## src/sv/sqe_pkg.sv

```systemverilog
// Package with the types, codes and helpers of the stack queue engine.
`default_nettype none
package sqe_pkg;

   // Store geometry
   localparam int DEPTH = 64;
   localparam int AW    = (DEPTH > 1) ? $clog2(DEPTH) : 1;
   localparam int CW    = $clog2(DEPTH + 1);

   // Command queue between front and back
   localparam int QDEPTH = 2;
   localparam int QAW    = $clog2(QDEPTH);
   localparam int QCW    = $clog2(QDEPTH + 1);

   // Input opcodes
   typedef enum logic [2:0] {
      OP_PUSH = 3'd0,
      OP_DUMP = 3'd1,
      OP_PEEK = 3'd2,
      OP_POP  = 3'd3,
      OP_SWAP = 3'd4
   } sqe_opcode_type;

   // Result status codes
   typedef enum logic [2:0] {
      STAT_OK        = 3'd0,
      STAT_BADARG    = 3'd1,
      STAT_PEEKEMPTY = 3'd2,
      STAT_POPEMPTY  = 3'd3,
      STAT_SWAPSHORT = 3'd4,
      STAT_FULL      = 3'd5
   } sqe_status_type;

   // Classified command kinds
   typedef enum logic [2:0] {
      CMD_PUSH,
      CMD_BADARG,
      CMD_DUMP,
      CMD_PEEK,
      CMD_POP,
      CMD_SWAP
   } sqe_kind_type;

   // Back-end sequencer states
   typedef enum logic [2:0] {
      S_IDLE,
      S_READ,
      S_SWAP_B,
      S_SWAP_WA,
      S_SWAP_WB
   } sqe_state_type;

   typedef struct packed {
      sqe_kind_type kind;
      logic [31:0]  value;
   } sqe_cmd_type;

   typedef struct packed {
      logic [31:0]    value;
      logic           rvalid;
      sqe_status_type status;
      logic           last;
   } sqe_rsp_type;

   // Circular position base + off, with base < DEPTH and off <= DEPTH
   function automatic logic [AW-1:0] wrap_add(input logic [AW-1:0] base,
                                               input logic [CW-1:0] off);
      logic [AW:0] sum;
      sum = {1'b0, base} + (AW+1)'(off);
      if (sum >= (AW+1)'(DEPTH)) begin
         sum = sum - (AW+1)'(DEPTH);
      end
      return sum[AW-1:0];
   endfunction

endpackage
`default_nettype wire

```

## src/sv/sqe_front.sv

```systemverilog
// Front end: accepts request items, classifies them and queues commands.
`default_nettype none
module sqe_front (
   input  wire logic                req_tvalid,
   output logic                     req_tready,
   input  wire logic [31:0]         req_tdata,   // push_value[31:0]
   input  wire logic [3:0]          req_tuser,   // opcode[2:0], value_valid[3]
   input  wire logic                q_full,
   output logic                     q_wr,
   output sqe_pkg::sqe_cmd_type     q_wdata
);
   import sqe_pkg::*;

   logic keep;

   assign req_tready = !q_full;

   // Decode opcode; unused codes are accepted and dropped
   always_comb begin
      keep          = 1'b1;
      q_wdata.value = req_tdata;
      q_wdata.kind  = CMD_PUSH;
      unique case (req_tuser[2:0])
         OP_PUSH: q_wdata.kind = req_tuser[3] ? CMD_PUSH : CMD_BADARG;
         OP_DUMP: q_wdata.kind = CMD_DUMP;
         OP_PEEK: q_wdata.kind = CMD_PEEK;
         OP_POP:  q_wdata.kind = CMD_POP;
         OP_SWAP: q_wdata.kind = CMD_SWAP;
         default: keep = 1'b0;
      endcase
   end

   assign q_wr = req_tvalid && req_tready && keep;

endmodule
`default_nettype wire

```

## src/sv/sqe_queue.sv

```systemverilog
// Short command queue between the front and back ends.
`default_nettype none
module sqe_queue (
   input  wire logic                clock,
   input  wire logic                reset,
   input  wire logic                wr,
   input  wire sqe_pkg::sqe_cmd_type wdata,
   output logic                     full,
   input  wire logic                rd,
   output logic                     valid,
   output sqe_pkg::sqe_cmd_type     rdata
);
   import sqe_pkg::*;

   sqe_cmd_type    slot_ff [QDEPTH];
   logic [QAW-1:0] wptr_ff, wptr_in;
   logic [QAW-1:0] rptr_ff, rptr_in;
   logic [QCW-1:0] cnt_ff, cnt_in;
   logic           do_wr, do_rd;

   assign full  = (cnt_ff == QCW'(QDEPTH));
   assign valid = (cnt_ff != '0);
   assign rdata = slot_ff[rptr_ff];
   assign do_wr = wr && !full;
   assign do_rd = rd && valid;

   // Pointer and fill-count update
   always_comb begin
      wptr_in = wptr_ff;
      rptr_in = rptr_ff;
      cnt_in  = cnt_ff;
      if (do_wr) begin
         wptr_in = (wptr_ff == QAW'(QDEPTH - 1)) ? '0 : wptr_ff + QAW'(1);
      end
      if (do_rd) begin
         rptr_in = (rptr_ff == QAW'(QDEPTH - 1)) ? '0 : rptr_ff + QAW'(1);
      end
      if (do_wr && !do_rd) begin
         cnt_in = cnt_ff + QCW'(1);
      end else if (do_rd && !do_wr) begin
         cnt_in = cnt_ff - QCW'(1);
      end
   end

   always_ff @(posedge clock) begin
      if (reset) begin
         wptr_ff <= '0;
         rptr_ff <= '0;
         cnt_ff  <= '0;
      end else begin
         wptr_ff <= wptr_in;
         rptr_ff <= rptr_in;
         cnt_ff  <= cnt_in;
      end
   end

   // Payload slots
   always_ff @(posedge clock) begin
      if (do_wr) begin
         slot_ff[wptr_ff] <= wdata;
      end
   end

endmodule
`default_nettype wire

```

## src/sv/sqe_back.sv

```systemverilog
// Back end: entry store, top/count bookkeeping and result sequencing.
`default_nettype none
module sqe_back (
   input  wire logic                 clock,
   input  wire logic                 reset,
   input  wire logic                 push_at_top,
   input  wire logic                 cmd_valid,
   input  wire sqe_pkg::sqe_cmd_type cmd,
   output logic                      cmd_take,
   output logic                      rsp_valid,
   input  wire logic                 rsp_ready,
   output sqe_pkg::sqe_rsp_type      rsp
);
   import sqe_pkg::*;

   // Entry store
   logic [31:0]   mem [DEPTH];
   logic [31:0]   rdata_ff;
   logic          mem_we, mem_re;
   logic [AW-1:0] mem_waddr, mem_raddr;
   logic [31:0]   mem_wdata;

   sqe_state_type state_ff, state_in;
   logic [AW-1:0] top_ff, top_in;
   logic [CW-1:0] count_ff, count_in;
   logic [AW-1:0] k_ff, k_in;
   logic [CW-1:0] lim_ff, lim_in;
   logic [31:0]   hold_ff, hold_in;
   logic          rsp_valid_ff;
   sqe_rsp_type   rsp_ff;

   logic          slot_free, emit_en, is_last;
   sqe_rsp_type   emit;
   logic [CW-1:0] k_nx;
   logic [AW-1:0] second_pos, push_pos;

   assign slot_free  = !rsp_valid_ff || rsp_ready;
   assign k_nx       = CW'(k_ff) + CW'(1);
   assign is_last    = (k_nx == lim_ff);
   assign second_pos = wrap_add(top_ff, CW'(1));
   assign push_pos   = push_at_top ? wrap_add(top_ff, CW'(DEPTH - 1))
                                   : wrap_add(top_ff, count_ff);

   // Sequencer: next state, store access and result
   always_comb begin
      state_in  = state_ff;
      top_in    = top_ff;
      count_in  = count_ff;
      k_in      = k_ff;
      lim_in    = lim_ff;
      hold_in   = hold_ff;
      mem_we    = 1'b0;
      mem_waddr = push_pos;
      mem_wdata = cmd.value;
      mem_re    = 1'b0;
      mem_raddr = top_ff;
      emit_en   = 1'b0;
      emit      = '{value: '0, rvalid: 1'b0, status: STAT_OK, last: 1'b1};
      cmd_take  = 1'b0;
      unique case (state_ff)
         S_IDLE: begin
            if (cmd_valid) begin
               unique case (cmd.kind)
                  CMD_PUSH: begin
                     if (slot_free) begin
                        cmd_take = 1'b1;
                        emit_en  = 1'b1;
                        if (count_ff == CW'(DEPTH)) begin
                           emit.status = STAT_FULL;
                        end else begin
                           mem_we   = 1'b1;
                           count_in = count_ff + CW'(1);
                           if (push_at_top) begin
                              top_in = push_pos;
                           end
                        end
                     end
                  end
                  CMD_BADARG: begin
                     if (slot_free) begin
                        cmd_take    = 1'b1;
                        emit_en     = 1'b1;
                        emit.status = STAT_BADARG;
                     end
                  end
                  CMD_POP: begin
                     if (slot_free) begin
                        cmd_take = 1'b1;
                        emit_en  = 1'b1;
                        if (count_ff == '0) begin
                           emit.status = STAT_POPEMPTY;
                        end else begin
                           top_in   = second_pos;
                           count_in = count_ff - CW'(1);
                        end
                     end
                  end
                  CMD_PEEK: begin
                     if (count_ff == '0) begin
                        if (slot_free) begin
                           cmd_take    = 1'b1;
                           emit_en     = 1'b1;
                           emit.status = STAT_PEEKEMPTY;
                        end
                     end else begin
                        cmd_take = 1'b1;
                        mem_re   = 1'b1;
                        k_in     = '0;
                        lim_in   = CW'(1);
                        state_in = S_READ;
                     end
                  end
                  CMD_DUMP: begin
                     // empty dump gives no result at all
                     cmd_take = 1'b1;
                     if (count_ff != '0) begin
                        mem_re   = 1'b1;
                        k_in     = '0;
                        lim_in   = count_ff;
                        state_in = S_READ;
                     end
                  end
                  CMD_SWAP: begin
                     if (count_ff < CW'(2)) begin
                        if (slot_free) begin
                           cmd_take    = 1'b1;
                           emit_en     = 1'b1;
                           emit.status = STAT_SWAPSHORT;
                        end
                     end else begin
                        cmd_take = 1'b1;
                        mem_re   = 1'b1;
                        state_in = S_SWAP_B;
                     end
                  end
                  default: ;
               endcase
            end
         end
         S_READ: begin
            // emit current entry, fetch the next one in the same cycle
            if (slot_free) begin
               emit_en     = 1'b1;
               emit.value  = rdata_ff;
               emit.rvalid = 1'b1;
               emit.last   = is_last;
               if (is_last) begin
                  state_in = S_IDLE;
               end else begin
                  k_in      = k_nx[AW-1:0];
                  mem_re    = 1'b1;
                  mem_raddr = wrap_add(top_ff, k_nx);
               end
            end
         end
         S_SWAP_B: begin
            hold_in   = rdata_ff;
            mem_re    = 1'b1;
            mem_raddr = second_pos;
            state_in  = S_SWAP_WA;
         end
         S_SWAP_WA: begin
            mem_we    = 1'b1;
            mem_waddr = top_ff;
            mem_wdata = rdata_ff;
            state_in  = S_SWAP_WB;
         end
         S_SWAP_WB: begin
            // rewrite is harmless while the result slot is busy
            mem_we    = 1'b1;
            mem_waddr = second_pos;
            mem_wdata = hold_ff;
            if (slot_free) begin
               emit_en  = 1'b1;
               state_in = S_IDLE;
            end
         end
         default: state_in = S_IDLE;
      endcase
   end

   // Control registers
   always_ff @(posedge clock) begin
      if (reset) begin
         state_ff     <= S_IDLE;
         top_ff       <= '0;
         count_ff     <= '0;
         rsp_valid_ff <= 1'b0;
      end else begin
         state_ff <= state_in;
         top_ff   <= top_in;
         count_ff <= count_in;
         if (emit_en) begin
            rsp_valid_ff <= 1'b1;
         end else if (rsp_ready) begin
            rsp_valid_ff <= 1'b0;
         end
      end
   end

   // Payload registers
   always_ff @(posedge clock) begin
      k_ff    <= k_in;
      lim_ff  <= lim_in;
      hold_ff <= hold_in;
      if (emit_en) begin
         rsp_ff <= emit;
      end
   end

   // Store: one write port, one registered read port
   always_ff @(posedge clock) begin
      if (mem_we) begin
         mem[mem_waddr] <= mem_wdata;
      end
      if (mem_re) begin
         rdata_ff <= mem[mem_raddr];
      end
   end

   assign rsp_valid = rsp_valid_ff;
   assign rsp       = rsp_ff;

endmodule
`default_nettype wire

```

## src/sv/stack_queue_engine.sv

```systemverilog
// Top level of the stack queue engine: front end, command queue, back end.
//
//   channel  dir  payload
//   req_     in   tdata push_value, tuser opcode and value_valid
//   rsp_     out  tdata read_value, tuser read_valid and status, tlast last
//   csr_     in   csr_wdata push_at_top, written when csr_we is high
//
// Push, pop, bad push and failed commands finish in S_IDLE of the back end.
// Peek goes on to S_READ, swap to S_SWAP_B, S_SWAP_WA and S_SWAP_WB, and dump
// stays in S_READ entry by entry, as the entry store has a single read port.
// A two-command queue lets requests be taken while the back end is busy,
// and a registered result slot holds a result while rsp_tready is low.
// Reset is synchronous; store contents stay undefined until written.
`default_nettype none
module stack_queue_engine (
   input  wire logic        clock,
   input  wire logic        reset,
   input  wire logic        req_tvalid,
   output logic             req_tready,
   input  wire logic [31:0] req_tdata,   // push_value[31:0]
   input  wire logic [3:0]  req_tuser,   // opcode[2:0], value_valid[3]
   output logic             rsp_tvalid,
   input  wire logic        rsp_tready,
   output logic [31:0]      rsp_tdata,   // read_value[31:0]
   output logic [3:0]       rsp_tuser,   // read_valid[0], status[3:1]
   output logic             rsp_tlast,
   input  wire logic        csr_we,
   input  wire logic        csr_wdata
);
   import sqe_pkg::*;

   logic        push_at_top_ff;
   logic        q_wr, q_full, q_valid, q_rd;
   sqe_cmd_type q_wdata, q_rdata;
   sqe_rsp_type rsp;

   // Mode register, stack mode after reset
   always_ff @(posedge clock) begin
      if (reset) begin
         push_at_top_ff <= 1'b1;
      end else if (csr_we) begin
         push_at_top_ff <= csr_wdata;
      end
   end

   sqe_front u_front (
      .req_tvalid (req_tvalid),
      .req_tready (req_tready),
      .req_tdata  (req_tdata),
      .req_tuser  (req_tuser),
      .q_full     (q_full),
      .q_wr       (q_wr),
      .q_wdata    (q_wdata)
   );

   sqe_queue u_queue (
      .clock (clock),
      .reset (reset),
      .wr    (q_wr),
      .wdata (q_wdata),
      .full  (q_full),
      .rd    (q_rd),
      .valid (q_valid),
      .rdata (q_rdata)
   );

   sqe_back u_back (
      .clock       (clock),
      .reset       (reset),
      .push_at_top (push_at_top_ff),
      .cmd_valid   (q_valid),
      .cmd         (q_rdata),
      .cmd_take    (q_rd),
      .rsp_valid   (rsp_tvalid),
      .rsp_ready   (rsp_tready),
      .rsp         (rsp)
   );

   assign rsp_tdata = rsp.value;
   assign rsp_tuser = {rsp.status, rsp.rvalid};
   assign rsp_tlast = rsp.last;

endmodule
`default_nettype wire

```

## config.mk

```make
export PLATFORM = sky130hd
export DESIGN_NAME = stack_queue_engine
export DESIGN_NICKNAME = d
export VERILOG_FILES = /design/src/sv/sqe_pkg.sv /design/src/sv/sqe_front.sv /design/src/sv/sqe_queue.sv /design/src/sv/sqe_back.sv /design/src/sv/stack_queue_engine.sv
export SDC_FILE = /design/constraint.sdc
export NUM_CORES = 2
export LEC_CHECK = 0
export BUFFER_PORTS_ARGS = -buffer_cell sky130_fd_sc_hd__clkbuf_2
export CAP_MARGIN = 20
export CORE_ASPECT_RATIO = 1.25
export CORE_MARGIN = 1
export CORE_UTILIZATION = 63
export DETAILED_ROUTE_END_ITERATION = 10
export GPL_TIMING_DRIVEN = 0
export MAX_ROUTING_LAYER = met4
export PLACE_DENSITY = 0.79
export SLEW_MARGIN = 20
export SYNTH_ARGS = -nofsm -noshare
export SYNTH_HDL_FRONTEND = slang
export SYNTH_SLANG_ARGS = --single-unit
```

## constraint.sdc

```tcl
create_clock -name clock -period 5 [get_ports clock]
set_input_delay 0.5 -clock clock [delete_from_list [all_inputs] [get_ports clock]]
set_output_delay 0.5 -clock clock [all_outputs]
set_load 0.005 [all_outputs]
```

==> results.sh <==
export IMPL_holdPathEnd="u_queue.slot_ff[1][33]"
export IMPL_syn_cell_area_mm2=0.0886
export IMPL_portBuffers=80
export IMPL_fin_skew_ns=0.0308
export IMPL_cts_sinks=2255
export IMPL_grt_pass1_vias=55100
export IMPL_slew_viol_final=0
export IMPL_detail_route_antenna_nets=0
export IMPL_grt_ovfl_total=0
export IMPL_core_area_mm2=0.139
export IMPL_status="finished, violations left"
export IMPL_cts_clk_slew_worst_paths_ns=0.06
export IMPL_period_needed_ns=5.30
export IMPL_seq_area_frac_synth=0.762
export IMPL_cts_buffer_depth=3
export IMPL_start_util=0.636
export IMPL_finalSetupViolCount=870
export IMPL_grt_first_pass_wirelength_mm=370
export IMPL_grt_usage=0.379
export IMPL_drt_pass1_iter_count=11
export IMPL_syn_area_per_cell_um2=14.8
export IMPL_power_density_mw_per_mm2=468
export IMPL_drc_errors=1
export IMPL_synth_area_leaders="edfxtp_1 (76%), mux2i_1 (6.3%), nand2_1 (4.5%)"
export IMPL_violations="DRC, setup timing"
export IMPL_grt_max_degree=38
export IMPL_finalHoldViolCount=0
export IMPL_critical_path_slowest_cell="nand2_1"
export IMPL_synth_cells=5981
export IMPL_drt_wl_total_mm=264
export IMPL_placementRows=153
export IMPL_die_h_um=421
export IMPL_critical_path_arrival_ns=5.86
export IMPL_cts_root_buf="clkbuf_16"
export IMPL_async_flop_share=0
export IMPL_post_place_ws_ns=-1.50
export IMPL_drt_iter0_markers=8625
export IMPL_r2r_start="push_at_top_ff"
export IMPL_final_net_count=6525
export IMPL_swShare=0.303
export IMPL_timing_fmax_mhz=189
export IMPL_io_pins=81
export IMPL_start_kind="register"
export IMPL_critPathCaptureType="register"
export IMPL_hp_start="req_tuser[2]"
export IMPL_synth_ff_type="edfxtp_1"
export IMPL_wl_per_cell_um=31.1
export IMPL_cpPeakStageDelay_ns=0.93
export IMPL_numCtsBuffers=201
export IMPL_worstHoldPathCells=2
export IMPL_finalCritPeriodShare=1.06
export IMPL_p_int_w=0.0339
export IMPL_synth_top_area_share=0.757
export IMPL_r2r_worst_path_cells=12
export IMPL_dr_total_vias=56800
export IMPL_cts_tree="done"
export IMPL_whs_ns=0.0511
export IMPL_path_common_cell="a21oi_1"
export IMPL_h_tree_depth=4
export IMPL_synth_cell_types=66
export IMPL_timing_slew_headroom=0.201
export IMPL_avgViaCountPerCell=6.68
export IMPL_antenna_found_initial=12
export IMPL_drive_gt1_frac=0.150
export IMPL_rrSetupSlack_ns=-0.30
export IMPL_yosys_area_top_type="edfxtp_1"
export IMPL_critPathMaxFanout=18
export IMPL_synth_edf_count=2232
export IMPL_rsz0062_at_grt="yes"
export IMPL_leakage_nw=37.7
export IMPL_gp_congestion=1.10
export IMPL_syn_nets=6044
export IMPL_tightest_slew_ns=1.20
export IMPL_pwr_share_clk=0.315
export IMPL_crit_chain="or2_2 > ha_1 > a21o_1 > a21oi_1 > o21bai_1 > a21oi_1 > xnor2_1 > nor2_1 > a221oi_1 > nand2_1 > nor2_4 > buf_16"
export IMPL_setup_ws_ns=-0.297
export IMPL_drv_cap=0
export IMPL_power_frac_seq=0.461
export IMPL_ys_ff_latch=2255
export IMPL_switchingPower_w=0.0147
export IMPL_netlist_top_cells_count="edfxtp_1 (2,232), nand2_1 (1,058), nand3_1 (767)"
export IMPL_dpl_hpwl_mm=183
export IMPL_die_area_mm2=0.142
export IMPL_critPathKind="reg2reg"
export IMPL_combPwrFrac=0.224
export IMPL_die_x_um=337
export IMPL_clkLatencyLatePin_ns=0.88
export IMPL_area_growth_pct=17.2
export IMPL_nFillCells=7807
export IMPL_ir_drop_uv=436
export IMPL_required_ns=5.56
export IMPL_synth_most_common_cell="edfxtp_1"
export IMPL_ys_warn_count=0
export IMPL_reg2reg_to="u_back.mem[31][12]"
export IMPL_hp_class="in2reg"
what timing repair did:
| item | 4_1_cts | 5_1_grt |
|---|---|---|
| pin swaps | 25 | 49 |
| hold buffers | 35 | 0 |
| setup endpoints to repair | 32 | 410 |
| hold endpoints to repair | 67 | 0 |
| buffers inserted | 6 | 16 |
| gates resized for setup | 215 | 209 |
| gates cloned | 0 | 3 |
power groups by stage:
stage / clock, W / combinational [W] / sequential [W]
after global routing: 0.0159 / 0.0111 / 0.0224
after global placement: 0 / 0.00831 / 0.0234
final: 0.0153 / 0.0109 / 0.0224
after floorplan: 0 / 0.00484 / 0.0230
after detailed placement: 0 / 0.00977 / 0.0228
after CTS: 0.0152 / 0.0100 / 0.0224
registers in the layout, summed over array words and instances (netlist names), 2 cells and up, named ones only:
| signal | cells |
|---|---|
| u_back.lim_ff | 7 |
| u_queue.cnt_ff | 2 |
| u_back.hold_ff | 32 |
| u_back.k_ff | 6 |
| u_queue.slot_ff | 70 |
| u_back.rdata_ff | 32 |
| u_back.count_ff | 7 |
| u_back.state_ff | 3 |
| u_back.top_ff | 6 |
| u_back.mem | 2048 |
| u_back.rsp | 37 |
worst max-delay path: cells and delay by family (launching register included):
family / cells / cell delay [ns]
buffers and inverters: 1 / 0.24
xor gates and xnor gates: 1 / 0.22
and+or+nand+nor: 4 / 2.20
adders and majority gates: 1 / 0.28
AOI/OAI and AO/OA: 5 / 1.60
DFF: 1 / 0.40
worst max-delay path by stage:
stage / startpoint / endpoint / depth (start not counted)
after floorplan: register / u_back.mem[0][10] / 4
after global routing: push_at_top_ff / u_back.mem[31][16] / 12
after CTS: push_at_top_ff / u_back.mem[31][12] / 12
after global placement: register / u_back.mem[62][15] / 4
after detailed placement: u_back.k_ff[0] / u_back.rdata_ff[4] / 15
final: push_at_top_ff / u_back.mem[31][12] / 12
routing by layer:
layer  global-route usage  vias up  part of all wire
met5                    -        -                 0
met4                0.288        0             0.091
met3               0.0871      945              0.12
met2                0.565     4370              0.46
met1                0.451    27800              0.32
li1                     -    23700                 -
final cells by class:
type,count,area [um^2],area share
diodes,7,17.5,0.000169
plain buffers,354,2220,0.0213
clock buffers,240,5200,0.0500
clock inverters,133,1210,0.0116
inverters,18,67.6,0.000651
multi-input cells,3351,20900,0.201
flip-flops and latches,2255,67500,0.650
well taps,1860,2330,0.0224
repair buffers,281,4460,0.0429
logic make-up after synthesis:
family,Yosys count,synth area share
flops,2255,0.762
compound gates,546,0.0377
buf+inv,375,0.0199
fa+ha+maj,21,0.00322
xor+xnor,34,0.00352
simple gates,2192,0.111
mux,558,0.0634
stage by stage:
stage,setup TNS (ns),utilization,cells,cell area (um^2),power [W]
6_report,-113.95,0.745,8499,104000,0.0486
2_1_floorplan,0,-,5981,88600,0.0278
3_3_place_gp,-,0.655,7921,91300,0.0317
4_1_cts,0,0.738,8475,103000,0.0477
5_1_grt,-40.27,0.745,8497,104000,0.0495
3_5_place_dp,-36.46,0.686,8061,95600,0.0326
cells in the final DEF, fill, tap and decap left out, drive strengths merged, types with 8 or more instances in the layout:
cell type	Yosys	routed
o22ai	256	256
mux2i	554	554
or3	34	34
nand4	96	96
or2	9	9
buf	213	371
nor2b	8	8
and3	40	40
a21oi	23	23
a211oi	8	8
ha	18	18
xnor2	20	20
inv	18	25
nor2	139	139
a31oi	8	8
o21ai	175	175
clkbuf	144	469
a22oi	34	34
edfxtp	2232	2232
dfxtp	23	23
dlygate4sd3	0	35
nand2	1058	1058
xor2	13	13
nand3	768	768
bufinv	0	18
and2	11	11
clkinv	0	105
Power figures use the tool's default switching activity.
